==> src/bsc_pkg.sv <==
`timescale 1ns / 1ps
// ----------------------------------------------------------------------------
// bsc_pkg
// Shared types and constants of the binary 2x2 square cover check unit.
// ----------------------------------------------------------------------------
package bsc_pkg;

  localparam int CFG_W     = 7;
  localparam int POS_W     = 6;
  localparam int COUNT_W   = 12;
  localparam int S_TDATA_W = 8;
  localparam int M_TDATA_W = 32;

  // configuration register indexes
  localparam logic CFG_IMAGE_ROWS = 1'b0;
  localparam logic CFG_IMAGE_COLS = 1'b1;

  // result kinds, carried on tuser
  localparam logic KIND_WINDOW  = 1'b0;
  localparam logic KIND_VERDICT = 1'b1;

  // result queue
  localparam int FIFO_DEPTH = 4;
  localparam int FIFO_AW    = 2;
  localparam int FIFO_CW    = 3;

  typedef struct packed {
    logic               kind;
    logic [POS_W-1:0]   win_row;
    logic [POS_W-1:0]   win_col;
    logic               covered_ok;
    logic [COUNT_W-1:0] window_count;
    logic               last;
  } result_t;

endpackage

==> src/binary_square_cover_check_unit.sv <==
`timescale 1ns / 1ps
// ----------------------------------------------------------------------------
// binary_square_cover_check_unit
// Streams a binary image in raster order, reports every all-ones 2x2 window
// and ends each image with a verdict on whether the windows cover all set
// pixels.
// ----------------------------------------------------------------------------
// The block takes one pixel per clock and decides it in the cycle it is
// accepted; results go to a four-entry queue on the output side. A pixel
// that completes an all-ones window gives a window result, and the last
// pixel of the image also gives the verdict, so it can give two results.
// The input is ready while the queue holds at most two results, so with the
// output taking one result a clock the sustained rate is one pixel per
// clock. The row above is held in two one-bit line memories of MAX_SIDE
// entries (pixels and window flags), read one column ahead. Window
// positions are sent even when the verdict later fails. A write to either
// size register restarts the image; sizes are clamped to 2..MAX_SIDE.
// ----------------------------------------------------------------------------
module binary_square_cover_check_unit
  import bsc_pkg::*;
#(
  parameter int MAX_SIDE = 64
) (
  input  logic                 clk,
  input  logic                 rst,
  // input stream
  input  logic                 s_tvalid,
  output logic                 s_tready,
  input  logic [S_TDATA_W-1:0] s_tdata,   // [0] pixel, [7:1] zero
  // result stream
  output logic                 m_tvalid,
  input  logic                 m_tready,
  output logic [M_TDATA_W-1:0] m_tdata,   // [5:0] win_row, [11:6] win_col,
                                          // [12] covered_ok, [24:13] window_count
  output logic [0:0]           m_tuser,   // [0] result_kind
  output logic                 m_tlast,
  // configuration
  input  logic                 cfg_wr_en,
  input  logic                 cfg_index,
  input  logic [CFG_W-1:0]     cfg_data
);

  localparam int SW = $clog2(MAX_SIDE + 1);
  localparam int AW = (MAX_SIDE > 2) ? $clog2(MAX_SIDE) : 1;

  function automatic logic [SW-1:0] clamp_side(input logic [CFG_W-1:0] v);
    if (int'(v) < 2) return SW'(2);
    else if (int'(v) > MAX_SIDE) return SW'(MAX_SIDE);
    else return SW'(v);
  endfunction

  // size and position
  logic [SW-1:0]      rows_lim;
  logic [SW-1:0]      cols_lim;
  logic [SW-1:0]      row_cnt;
  logic [SW-1:0]      col_cnt;
  logic [COUNT_W-1:0] found_cnt;
  logic               fail;

  // neighborhood registers
  logic left_pix;    // pixel to the left in this row
  logic above_left;  // row above, column c-1
  logic wp_left;     // window flag of the row above, column c-2
  logic w_left;      // window flag of this row, column c-2

  // line memories and their prefetched read data
  logic pix_line [MAX_SIDE];
  logic win_line [MAX_SIDE];
  logic p_rd;
  logic wp_rd;

  // result queue
  result_t              fifo_mem [FIFO_DEPTH];
  logic [FIFO_AW-1:0]   wr_ptr;
  logic [FIFO_AW-1:0]   rd_ptr;
  logic [FIFO_CW-1:0]   fifo_cnt;

  logic               s_acc;
  logic               m_acc;
  logic               pix;
  logic               first_col;
  logic               last_col;
  logic               last_row;
  logic               at_end;
  logic               row_ge2;
  logic               row_ge3;
  logic               wp_cur;
  logic               win;
  logic               miss_a;
  logic               miss_b;
  logic               miss_c;
  logic               miss_d;
  logic               fail_next;
  logic [COUNT_W-1:0] found_next;
  logic [31:0]        win_row_full;
  logic [31:0]        win_col_full;
  result_t            win_res;
  result_t            verdict_res;
  result_t            head;
  logic [1:0]         push_n;

  assign s_acc     = s_tvalid && s_tready;
  assign m_acc     = m_tvalid && m_tready;
  assign s_tready  = (fifo_cnt <= FIFO_CW'(FIFO_DEPTH - 2));
  assign pix       = s_tdata[0];

  assign first_col = (col_cnt == SW'(1));
  assign last_col  = (col_cnt == cols_lim);
  assign last_row  = (row_cnt == rows_lim);
  assign at_end    = last_col && last_row;
  assign row_ge2   = (row_cnt != SW'(1));
  assign row_ge3   = (row_cnt > SW'(2));
  assign wp_cur    = row_ge3 && wp_rd;

  always_comb begin
    win = row_ge2 && !first_col && above_left && p_rd && left_pix && pix;
    // set pixel of the row above, column c-1, against all four windows
    miss_a = row_ge2 && !first_col && above_left && !(wp_left || wp_cur || w_left || win);
    // right edge pixel of the row above
    miss_b = row_ge2 && last_col && p_rd && !(wp_cur || win);
    // bottom row pixel to the left, only windows above it
    miss_c = last_row && !first_col && left_pix && !(w_left || win);
    // bottom right corner pixel
    miss_d = at_end && pix && !win;
    fail_next  = fail || miss_a || miss_b || miss_c || miss_d;
    found_next = found_cnt + COUNT_W'(win);
  end

  assign win_row_full = 32'(row_cnt) - 32'd1;
  assign win_col_full = 32'(col_cnt) - 32'd1;

  always_comb begin
    win_res.kind         = KIND_WINDOW;
    win_res.win_row      = win_row_full[POS_W-1:0];
    win_res.win_col      = win_col_full[POS_W-1:0];
    win_res.covered_ok   = 1'b0;
    win_res.window_count = found_next;
    win_res.last         = 1'b0;

    verdict_res.kind         = KIND_VERDICT;
    verdict_res.win_row      = '0;
    verdict_res.win_col      = '0;
    verdict_res.covered_ok   = !fail_next;
    verdict_res.window_count = found_next;
    verdict_res.last         = 1'b1;

    push_n = s_acc ? (2'(win) + 2'(at_end)) : 2'd0;
  end

  // stream state
  always_ff @(posedge clk) begin
    if (rst) begin
      rows_lim   <= clamp_side(CFG_W'(64));
      cols_lim   <= clamp_side(CFG_W'(64));
      row_cnt    <= SW'(1);
      col_cnt    <= SW'(1);
      found_cnt  <= '0;
      fail       <= 1'b0;
      left_pix   <= 1'b0;
      above_left <= 1'b0;
      wp_left    <= 1'b0;
      w_left     <= 1'b0;
    end else if (cfg_wr_en) begin
      if (cfg_index == CFG_IMAGE_ROWS) begin
        rows_lim <= clamp_side(cfg_data);
      end else begin
        cols_lim <= clamp_side(cfg_data);
      end
      row_cnt    <= SW'(1);
      col_cnt    <= SW'(1);
      found_cnt  <= '0;
      fail       <= 1'b0;
      left_pix   <= 1'b0;
      above_left <= 1'b0;
      wp_left    <= 1'b0;
      w_left     <= 1'b0;
    end else if (s_acc) begin
      if (at_end) begin
        row_cnt    <= SW'(1);
        col_cnt    <= SW'(1);
        found_cnt  <= '0;
        fail       <= 1'b0;
        left_pix   <= 1'b0;
        above_left <= 1'b0;
        wp_left    <= 1'b0;
        w_left     <= 1'b0;
      end else begin
        if (last_col) begin
          row_cnt <= row_cnt + SW'(1);
          col_cnt <= SW'(1);
        end else begin
          col_cnt <= col_cnt + SW'(1);
        end
        found_cnt  <= found_next;
        fail       <= fail_next;
        left_pix   <= pix;
        above_left <= p_rd;
        wp_left    <= first_col ? 1'b0 : wp_cur;
        w_left     <= win;
      end
    end
  end

  // line memories: write this column, prefetch the next one
  always_ff @(posedge clk) begin
    if (s_acc && !cfg_wr_en) begin
      pix_line[AW'(col_cnt - SW'(1))] <= pix;
      if (row_ge2 && !first_col) begin
        win_line[AW'(col_cnt - SW'(2))] <= win;
      end
      p_rd  <= pix_line[last_col ? AW'(0) : AW'(col_cnt)];
      wp_rd <= win_line[last_col ? AW'(0) : AW'(col_cnt - SW'(1))];
    end
  end

  // result queue
  always_ff @(posedge clk) begin
    if (push_n != 2'd0) begin
      fifo_mem[wr_ptr] <= win ? win_res : verdict_res;
    end
    if (push_n == 2'd2) begin
      fifo_mem[wr_ptr + FIFO_AW'(1)] <= verdict_res;
    end
  end

  always_ff @(posedge clk) begin
    if (rst) begin
      wr_ptr   <= '0;
      rd_ptr   <= '0;
      fifo_cnt <= '0;
    end else begin
      wr_ptr   <= wr_ptr + FIFO_AW'(push_n);
      if (m_acc) begin
        rd_ptr <= rd_ptr + FIFO_AW'(1);
      end
      fifo_cnt <= fifo_cnt + FIFO_CW'(push_n) - FIFO_CW'(m_acc);
    end
  end

  assign head      = fifo_mem[rd_ptr];
  assign m_tvalid  = (fifo_cnt != '0);
  assign m_tdata   = {(M_TDATA_W - 2 * POS_W - 1 - COUNT_W)'(0), head.window_count,
                      head.covered_ok, head.win_col, head.win_row};
  assign m_tuser   = head.kind;
  assign m_tlast   = head.last;

  a_fifo_bound: assert property (@(posedge clk) disable iff (rst)
    fifo_cnt <= FIFO_CW'(FIFO_DEPTH))
    else $error("result queue overflow");

  a_last_is_verdict: assert property (@(posedge clk) disable iff (rst)
    m_tvalid |-> (m_tlast == (m_tuser[0] == KIND_VERDICT)))
    else $error("tlast and result kind disagree");

  a_end_restart: assert property (@(posedge clk) disable iff (rst)
    (s_acc && at_end && !cfg_wr_en) |=>
      (row_cnt == SW'(1) && col_cnt == SW'(1) && found_cnt == '0 && !fail))
    else $error("stream state not restarted after the last pixel");

  a_pos_range: assert property (@(posedge clk) disable iff (rst)
    (col_cnt >= SW'(1) && col_cnt <= cols_lim && row_cnt >= SW'(1) && row_cnt <= rows_lim))
    else $error("position outside the image");

endmodule

==> config.mk <==
export PLATFORM = sky130hd
export DESIGN_NAME = binary_square_cover_check_unit
export DESIGN_NICKNAME = d
export VERILOG_FILES = /design/src/bsc_pkg.sv /design/src/binary_square_cover_check_unit.sv
export SDC_FILE = /design/constraint.sdc
export NUM_CORES = 1
export LEC_CHECK = 0
export ABC_CLOCK_PERIOD_IN_PS = 6400
export BUFFER_PORTS_ARGS = -buffer_cell sky130_fd_sc_hd__buf_4
export CAP_MARGIN = 20
export CORE_UTILIZATION = 40
export DETAILED_ROUTE_END_ITERATION = 12
export GPL_TIMING_DRIVEN = 0
export PLACE_DENSITY = 0.63
export SYNTH_ARGS = -nofsm -noshare
export SYNTH_HDL_FRONTEND = slang
export SYNTH_SLANG_ARGS = --single-unit
==> constraint.sdc <==
create_clock -name clk -period 6.4 [get_ports clk]
set_clock_uncertainty 0.15 [all_clocks]
set_input_delay 0.32 -clock clk [delete_from_list [all_inputs] [get_ports clk]]
set_output_delay 0.32 -clock clk [all_outputs]
set_load 0.03 [all_outputs]
=== After elaboration in Yosys (flattened, before gate mapping) ===
Memory sizes are Yosys's and may differ from the RTL's. A register that Yosys moved wholly into a read port is not among the register bits.
Cells that the tools add are included.

* Register bits after elaboration: 52
* Memory bits (writable): 236
* Input port bits: 21
* Output and inout port bits: 36
* Memories kept: 3

{| class="wikitable"
|+ Memories
! memory !! words !! bits a word !! read ports !! clocked after memory_dff !! wr ports !! RTL line !! source
|-
| fifo_mem || 4 || 27 || 1 || 1 || 2 || binary_square_cover_check_unit.sv:73 || <nowiki>result_t fifo_mem [FIFO_DEPTH];</nowiki>
|-
| pix_line || 64 || 1 || 1 || 1 || 1 || binary_square_cover_check_unit.sv:67 || <nowiki>logic pix_line [MAX_SIDE];</nowiki>
|-
| win_line || 64 || 1 || 1 || 1 || 1 || binary_square_cover_check_unit.sv:68 || <nowiki>logic win_line [MAX_SIDE];</nowiki>
|}

* Add/sub/neg operators: 13
* Order comparisons: 4
* Eq/ne operators: 5
* Muxes and demuxes: 28
* Bitwise logic cells: 1
* Reductions and logical operators: 42

{| class="wikitable"
|+ Operator list
! kind !! number
|-
| $mux W7 || 6
|-
| $mux W27 || 1
|-
| $logic_and A1 B1 Y1 || 19
|-
| $sub A6 B1 Y6 const B || 3
|-
| $mux W1 || 15
|-
| $add A7 B1 Y7 const B || 2
|-
| $eq A7 B7 Y1 || 2
|-
| $add A12 B1 Y12 || 1
|-
| $mux W12 || 1
|-
| $mux W6 || 2
|-
| $logic_or A1 B1 Y1 || 9
|-
| $eq A7 B1 Y1 const B || 1
|-
| $gt A7 B2 Y1 const B || 1
|-
| $gt A7 B7 Y1 const B || 1
|-
| $logic_not A1 Y1 || 7
|-
| $lt A7 B2 Y1 const B || 1
|-
| $ne A7 B1 Y1 const B || 1
|-
| $mux W2 || 3
|-
| $reduce_and A2 Y1 || 3
|-
| $sub A6 B2 Y6 const B || 1
|-
| $add A2 B1 Y2 const B || 2
|-
| $reduce_bool A2 Y1 || 2
|-
| $add A3 B2 Y3 || 1
|-
| $le A3 B2 Y1 const B || 1
|-
| other kinds (7) || 7
|}

=== Longest topological paths before layout ===
Gate-level depths: netlist (run 1).

* Depth after elaboration: 16
* Depth in mapped cells: 18
* Depth with buffers taken out: 16

=== Least setup slack after synthesis (run 1) ===
OpenSTA, ideal clock, no wires.

* Path kind: reg2reg
* Start: register col_cnt[1]
* End: memory fifo_mem[0][10] (netlist name), enable pin
* Library setup time: 349 ps
* Arrival time: 3,805 ps
* Path slack: 2,096 ps
* Stages on the path, launching flop included: 15
* Period minus slack after synthesis: 4,304 ps
* Cells stage by stage: dfxtp_1 > buf_6 > clkinv_1 > ha_1 > nand4_1 > and3_1 > nand4_2 > inv_2 > ha_1 > clkbuf_1 > a21oi_1 > nor3b_2 > a41oi_1 > clkbuf_1 > inv_1

{| class="wikitable"
|+ RTL lines
! item !! RTL line !! source
|-
| start: declaration || binary_square_cover_check_unit.sv:56 || <nowiki>logic [SW-1:0] col_cnt;</nowiki>
|-
| start signal: assignment || binary_square_cover_check_unit.sv:192 || <nowiki>col_cnt <= col_cnt + SW'(1);</nowiki>
|-
| end: declaration || binary_square_cover_check_unit.sv:73 ||
|}

==> results of run 1 <==
## sequential cells by signal (all words and copies together), names as in the netlist, 2 cells and up, named ones only
register,cells
wr_ptr,2
row_cnt,7
rd_ptr,2
rows_lim,7
win_line,64
found_cnt,12
fifo_mem,104
cols_lim,7
col_cnt,7
pix_line,64
fifo_cnt,3
## final cells by class
class / count / area, sq um / share of cell area, %
plain buffers: 73 / 379 / 2.48
clock buffers: 36 / 847 / 5.55
clock inverters: 20 / 225 / 1.47
inverters: 34 / 128 / 0.836
multi-input cells: 794 / 5150 / 33.7
flip-flops and latches: 288 / 7590 / 49.7
well taps: 442 / 553 / 3.62
repair buffers: 50 / 408 / 2.67
## synthesized netlist by cell type, types with 14 or more instances
master and count:
sky130_fd_sc_hd__ha_1 15, sky130_fd_sc_hd__mux4_2 48, sky130_fd_sc_hd__nor2_1 241, sky130_fd_sc_hd__buf_2 15, sky130_fd_sc_hd__nand2_1 118, sky130_fd_sc_hd__a21oi_1 42
sky130_fd_sc_hd__xnor2_1 25, sky130_fd_sc_hd__nand4_1 14, sky130_fd_sc_hd__edfxtp_1 182, sky130_fd_sc_hd__xor2_1 23, sky130_fd_sc_hd__dfxtp_1 106, sky130_fd_sc_hd__inv_1 29
sky130_fd_sc_hd__clkbuf_1 36, sky130_fd_sc_hd__o21ai_0 54, sky130_fd_sc_hd__nand3_1 35
## power breakdown
| group | switching (W) | internal (W) | total (W) |
|---|---|---|---|
| Combinational | 0.000375 | 0.000225 | 0.000600 |
| Sequential | 0.0000170 | 0.00199 | 0.00200 |
| Clock | 0.000729 | 0.00114 | 0.00187 |
## cells by family after synthesis
| group | after synthesis | synth area share, % |
|---|---|---|
| flops | 288 | 57.4 |
| mux | 58 | 8.95 |
| other cells | 1 | 0.0284 |
| compound gates | 158 | 7.57 |
| buf+inv | 107 | 3.83 |
| xor+xnor | 49 | 3.30 |
| fa+ha+maj | 16 | 1.57 |
| simple gates | 506 | 17.3 |
## worst max-delay path by stage
stage,end,slack (ns),depth (start not counted),start
2_1_floorplan,fifo_mem[0][10],2.10,14,col_cnt[1]
3_3_place_gp,fifo_mem[2][6],0.32,14,col_cnt[1]
3_5_place_dp,fifo_mem[2][9],0.25,14,col_cnt[1]
4_1_cts,fifo_mem[2][5],0.21,14,col_cnt[1]
5_1_grt,fifo_mem[0][5],0.58,14,col_cnt[1]
6_report,fifo_mem[0][6],0.95,14,col_cnt[1]
## worst reg2reg max path, cell delays in order (launching register included)
cell and delay (ns):
sky130_fd_sc_hd__dfxtp_1 0.53, sky130_fd_sc_hd__buf_6 0.24, sky130_fd_sc_hd__clkinv_1 0.30, sky130_fd_sc_hd__ha_1 0.30
sky130_fd_sc_hd__nand4_1 0.18, sky130_fd_sc_hd__and3_1 0.23, sky130_fd_sc_hd__nand4_2 0.25, sky130_fd_sc_hd__inv_2 0.29
sky130_fd_sc_hd__ha_1 0.20, sky130_fd_sc_hd__clkbuf_1 0.33, sky130_fd_sc_hd__a21oi_1 0.14, sky130_fd_sc_hd__nor3b_2 0.23
sky130_fd_sc_hd__a41oi_1 0.83, sky130_fd_sc_hd__clkbuf_1 0.47, sky130_fd_sc_hd__inv_1 0.42
## layer usage
layer | part of all wire [%] | routed length, microns | GRT usage [%]
met1 | 42 | 13400 | 24.8
met5 | 0 | 0 | 0
met3 | 6.6 | 2110 | 3.23
met2 | 49 | 15700 | 33.2
met4 | 3.1 | 1010 | 6.63
## timing repair
| action | CTS | global route |
|---|---|---|
| hold buffers | 8 | 0 |
| hold endpoints to repair | 13 | 0 |
| setup endpoints to repair | 0 | 0 |
## per-stage QoR
stage	util, %	power (W)	worst slack (ns)	std cells
CTS	46.9	0.00450	0.206	1736
detailed placement	43.3	0.00264	0.253	1672
floorplan	-	0.00246	2.10	1189
global route	46.9	0.00464	0.577	1737
finish	46.9	0.00447	0.946	1737
global placement	43.3	0.00264	0.322	1672
==> reports/metrics.yaml, run 1 <==
place:
  finalWeightedCongestion: 0.862
  postPlaceCellArea_sq_um: 14100
  dpl.hpwl_microns: 21700
  io_buffers: 41
sta:
  final_min_period_over_clock_period_pct: 85.2
  hold_viol_final: 0
  worst_hold_slack_ns: 0.0376
  final.setup.tns_ns: 0
  achievable-frequency_mhz: 183
  setup_violations: 0
  transition_time_at_the_pin_with_the_least_slew_margin_ns: 1.05
  timing.max_slew.rel_slack_pct: 29.2
  finalCriticalPeriod_ns: 5.45
  maxSlewViolCount: 0
  rsz0062_at_grt: "no"
layout:
  layout.cells.most_common: "sky130_fd_sc_hd__nor2_1"
  fill_cells: 3036
  antennaDiodeCount: 0
  final_cell_area_sq_um: 15300
  layout-area-overhead-vs-synth_pct: 15.6
  final_layout_size_suffix_gt1_share_pct: 15.4
  nets: 1308
  layout.cells.most_common_list: "241 x sky130_fd_sc_hd__nor2_1, 182 x sky130_fd_sc_hd__edfxtp_1, 118 x sky130_fd_sc_hd__nand2_1, 106 x sky130_fd_sc_hd__dfxtp_1, 54 x sky130_fd_sc_hd__o21ai_0"
clock_network:
  numClockSinks: 288
  cts_buffers: 30
  postCtsSetupRepairBufs: 0
  cts_max_level: 1
  root_buffer: "sky130_fd_sc_hd__clkbuf_16"
  cts_tree: "done"
  ctsResizeCount: 0
  clock_latency_ns: 0.57
  worst_path_clk_slew_ns: 0.06
  clockBufferDepth: 3
global_routing:
  grt_pass1_vias: 9326
  overflow: 0
  antenna_found_initial: 0
  grt_pass1_wl_microns: 51200
  grt_util_all_layers_pct: 19.4
  grt_start_max_net_pins: 74
hold_path:
  timing.hold.worst_path_depth: 5
  whs_endpoint: "cols_lim[1]"
  worstHoldPathType: "in2reg"
  start_point_of_the_worst_min_delay_path: "cfg_data[1]"
critical_path:
  crit_path_dat_ns: 5.50
  worstRegToRegCells: 14
  worstReg2RegEnd: "fifo_mem[0][6]"
  crit_path_top_delay_cell: "sky130_fd_sc_hd__a41oi_1"
  cp_num_buf_inv: 6
  critPathKind: "reg2reg"
  r2r_setup_slack_ns: 0.95
  cp.required_ns: 6.45
  endpoint_kind: "register"
  cpPeakStageDelay_ns: 0.83
  rr_startpoint: "col_cnt[1]"
  critical_path.max_fanout: 13
  critical_path.cell_chain: "buf_6 -> clkinv_1 -> ha_1 -> nand4_1 -> and3_1 -> nand4_2 -> inv_2 -> ha_1 -> clkbuf_1 -> a21oi_1 -> nor3b_2 -> a41oi_1 -> clkbuf_1 -> inv_1"
  timing.critical_path.max_delay_family: "buffers and inverters"
  type_of_origin_of_the_critical_path: "register"
floorplanning:
  boundaryPins: 57
  dieHeight_microns: 184
  die_area_sq_um: 33800
  start_util_pct: 40.6
  coreArea_sq_um: 32500
  rows: 66
  floorplan.die.width_microns: 184
route:
  ant_nets: 0
  routed_wire_length_per_instance_microns: 18.5
  detail_route.iter0.violations: 872
  mean_number_of_vias_per_cell: 5.39
  detail_route.drc_violations: 0
  dr_total_vias: 9365
  final_wirelength_microns: 32200
  detail_route.first_pass.iterations: 6
yosys:
  synth_area_per_cell_sq_um: 11.2
  netlist.area_leader.share_pct: 41.3
  ys_warn_count: 0
  post_synth_inst_count: 1183
  synth_cell_types: 77
  ys_seq_area_share_pct: 57.4
  synth_edf_count: 182
  post-synth-top-area-cell: "sky130_fd_sc_hd__edfxtp_1"
  synth_top_flop_cell: "sky130_fd_sc_hd__edfxtp_1"
  ys_seq_elements: 288
  syn-cell-area_sq_um: 13200
  netlist_top_cells_area: "sky130_fd_sc_hd__edfxtp_1 41%, sky130_fd_sc_hd__dfxtp_1 16%, sky130_fd_sc_hd__mux4_2 8.2%, sky130_fd_sc_hd__nor2_1 6.8%, sky130_fd_sc_hd__nand2_1 3.4%"
  synth-async-reset-ratio_pct: 0
pwr:
  power_density_nw_per_um2: 293
  vdd_ir_drop_max_mv: 0.220
  total_leakage_power_nw: 5.10
job:
  max_cap_violations: 0
outcome:
  status: "finished, final reports clean"
Note: power is estimated with default switching activity, not from simulation.
==> run 2, diff against run 1 <==
--- a/config.mk
+++ b/config.mk
@@ -8,6 +8,7 @@
 export ABC_CLOCK_PERIOD_IN_PS = 6400
 export BUFFER_PORTS_ARGS = -buffer_cell sky130_fd_sc_hd__buf_4
 export CAP_MARGIN = 20
+export CORE_MARGIN = 8
 export CORE_UTILIZATION = 40
 export DETAILED_ROUTE_END_ITERATION = 12
 export GPL_TIMING_DRIVEN = 0
==> run 2 against run 1 <==
Against the previous run:
- combinational power is 1% higher
- clock power is 3% higher
- global-route usage is 2.7 points lower
- via count is 0.26% higher
==> reports/metrics.yaml, run 2 (synthesis results as in run 1) <==
job:
  max_cap_violations: 0
place:
  detailedPlace.worstSlack_ns: 0.381
  dpl.hpwl_microns: 22100
  finalWeightedCongestion: 0.889
  io_buffers: 41
floorplanning:
  boundaryPins: 57
  start_util_pct: 40.6
  floorplan.die.width_microns: 198
  die_area_sq_um: 39100
  coreArea_sq_um: 32500
  dieHeight_microns: 198
  rows: 66
route:
  mean_number_of_vias_per_cell: 5.41
  route.met2.wl_microns: 16000
  ant_nets: 0
  detail_route.first_pass.iterations: 6
  final_wirelength_microns: 32800
  top_layer_used: "met4"
  detail_route.iter0.violations: 973
  detail_route.drc_violations: 0
  routed-wl-met3_microns: 2200
  routed_wire_length_per_instance_microns: 18.9
  drt-met1-wl_microns: 13500
  dr_total_vias: 9389
sta:
  transition_time_at_the_pin_with_the_least_slew_margin_ns: 0.955
  rsz0062_at_grt: "no"
  maxSlewViolCount: 0
  final_min_period_over_clock_period_pct: 85.0
  final_critical_path_setup_slack_ns: 0.958
  finalCriticalPeriod_ns: 5.44
  hold_viol_final: 0
  setup_violations: 0
  timing.max_slew.rel_slack_pct: 35.8
  achievable-frequency_mhz: 184
  worst_hold_slack_ns: 0.0462
  final.setup.tns_ns: 0
layout:
  total_area_of_multi_input_combinational_cells_sq_um: 5150
  layout-area-overhead-vs-synth_pct: 15.7
  layout.cells.most_common: "sky130_fd_sc_hd__nor2_1"
  register_area_sq_um: 7590
  largest-register: "fifo_mem"
  fill_cells: 3040
  top_regs: "fifo_mem x104, pix_line x64, win_line x64"
  antennaDiodeCount: 0
  nets: 1309
  layout.cells.most_common_list: "241 x sky130_fd_sc_hd__nor2_1, 182 x sky130_fd_sc_hd__edfxtp_1, 118 x sky130_fd_sc_hd__nand2_1, 106 x sky130_fd_sc_hd__dfxtp_1, 54 x sky130_fd_sc_hd__o21ai_0"
  final_layout_size_suffix_gt1_share_pct: 15.0
  largest_reg_flops: 104
clock_network:
  cts_buffers: 31
  postCtsSetupRepairBufs: 0
  cts_max_level: 1
  cts_tree: "done"
  clockBufferDepth: 3
  ctsResizeCount: 0
  worst_path_clk_slew_ns: 0.07
  clock_latency_ns: 0.57
  numClockSinks: 288
  root_buffer: "sky130_fd_sc_hd__clkbuf_16"
pwr:
  design_power_total_w: 0.00454
  vdd_ir_drop_max_mv: 0.190
  power_density_nw_per_um2: 297
  total_leakage_power_nw: 5.08
critical_path:
  endpoint_kind: "register"
  cpPeakStageDelay_ns: 0.73
  cp.required_ns: 6.46
  crit_path_dat_ns: 5.50
  crit_path_top_delay_cell: "sky130_fd_sc_hd__a41oi_1"
  critical_path.cell_chain: "buf_6 -> clkinv_1 -> ha_1 -> nand4_1 -> and3_1 -> nand4_2 -> inv_2 -> ha_1 -> clkbuf_1 -> a21oi_1 -> nor3b_2 -> a41oi_1 -> clkbuf_1 -> inv_1"
  critPathKind: "reg2reg"
  type_of_origin_of_the_critical_path: "register"
  critical_path.max_fanout: 13
global_routing:
  grt_start_max_net_pins: 74
  grt_util_all_layers_pct: 16.7
  grt_pass1_vias: 9489
  antenna_found_initial: 0
  overflow: 0
  grt_pass1_wl_microns: 52100
outcome:
  status: "finished, final reports clean"
hold_path:
  worstHoldPathType: "in2reg"
[run 2: cell count changes in the layout (fill, tap and decap cells not counted), sizes merged]
cell      before  now
clkinvlp       0    2
bufinv         5    8
clkinv        16   10
[run 2: timing repair]
item | CTS | global route
hold endpoints to repair | 13 | 0
hold buffers | 8 | 0
setup endpoints to repair | 0 | 0
[run 2: final cells by class]
class,instances,share of cell area [%]
inverters,34,0.835
well taps,442,3.62
clock inverters,19,1.94
repair buffers,50,2.67
clock buffers,36,5.20
flip-flops and latches,288,49.6
multi-input cells,794,33.7
plain buffers,73,2.48
[run 2: path summary, 6_finish.rpt]
kind                                       from         endpoint  slack (ns)  depth (start not counted)
worst max register to register       col_cnt[1]   fifo_mem[0][5]        0.96                         14
worst min register to register  fifo_mem[2][17]  fifo_mem[2][17]        0.30                          2
worst min-delay path                cfg_data[1]      cols_lim[1]        0.05                          5
worst max-delay path                 col_cnt[1]   fifo_mem[0][5]        0.96                         14
[run 2: worst max-delay path: cells and delay by family, from the launching register on]
family	cells	cell delay [ns]
buffers and inverters	6	2.14
and+or+nand+nor	4	0.85
DFF	1	0.57
adders and majority gates	2	0.49
AOI/OAI and AO/OA	2	0.88
[run 2: metrics by stage]
stage | utilization, % | cell area, sq um | std cells
3_3_place_gp | 43.3 | 14100 | 1672
6_report | 47.0 | 15300 | 1736
4_1_cts | 46.9 | 15300 | 1735
5_1_grt | 47.0 | 15300 | 1736
2_1_floorplan | - | 13200 | 1189
3_5_place_dp | 43.3 | 14100 | 1672
[run 2: power breakdown]
part	internal, W	switching [W]	leakage (nW)
combinational	0.000225	0.000380	2.08
clock	0.00120	0.000723	0.528
sequential	0.00199	0.0000178	2.48
total	0.00341	0.00112	5.08
[run 2: per-layer routing]
metal / global-route usage, % / up-vias
met5: 0 / -
met4: 6.22 / 0
met1: 20.9 / 4591
met3: 2.84 / 86
met2: 28.7 / 322
li1: - / 4390
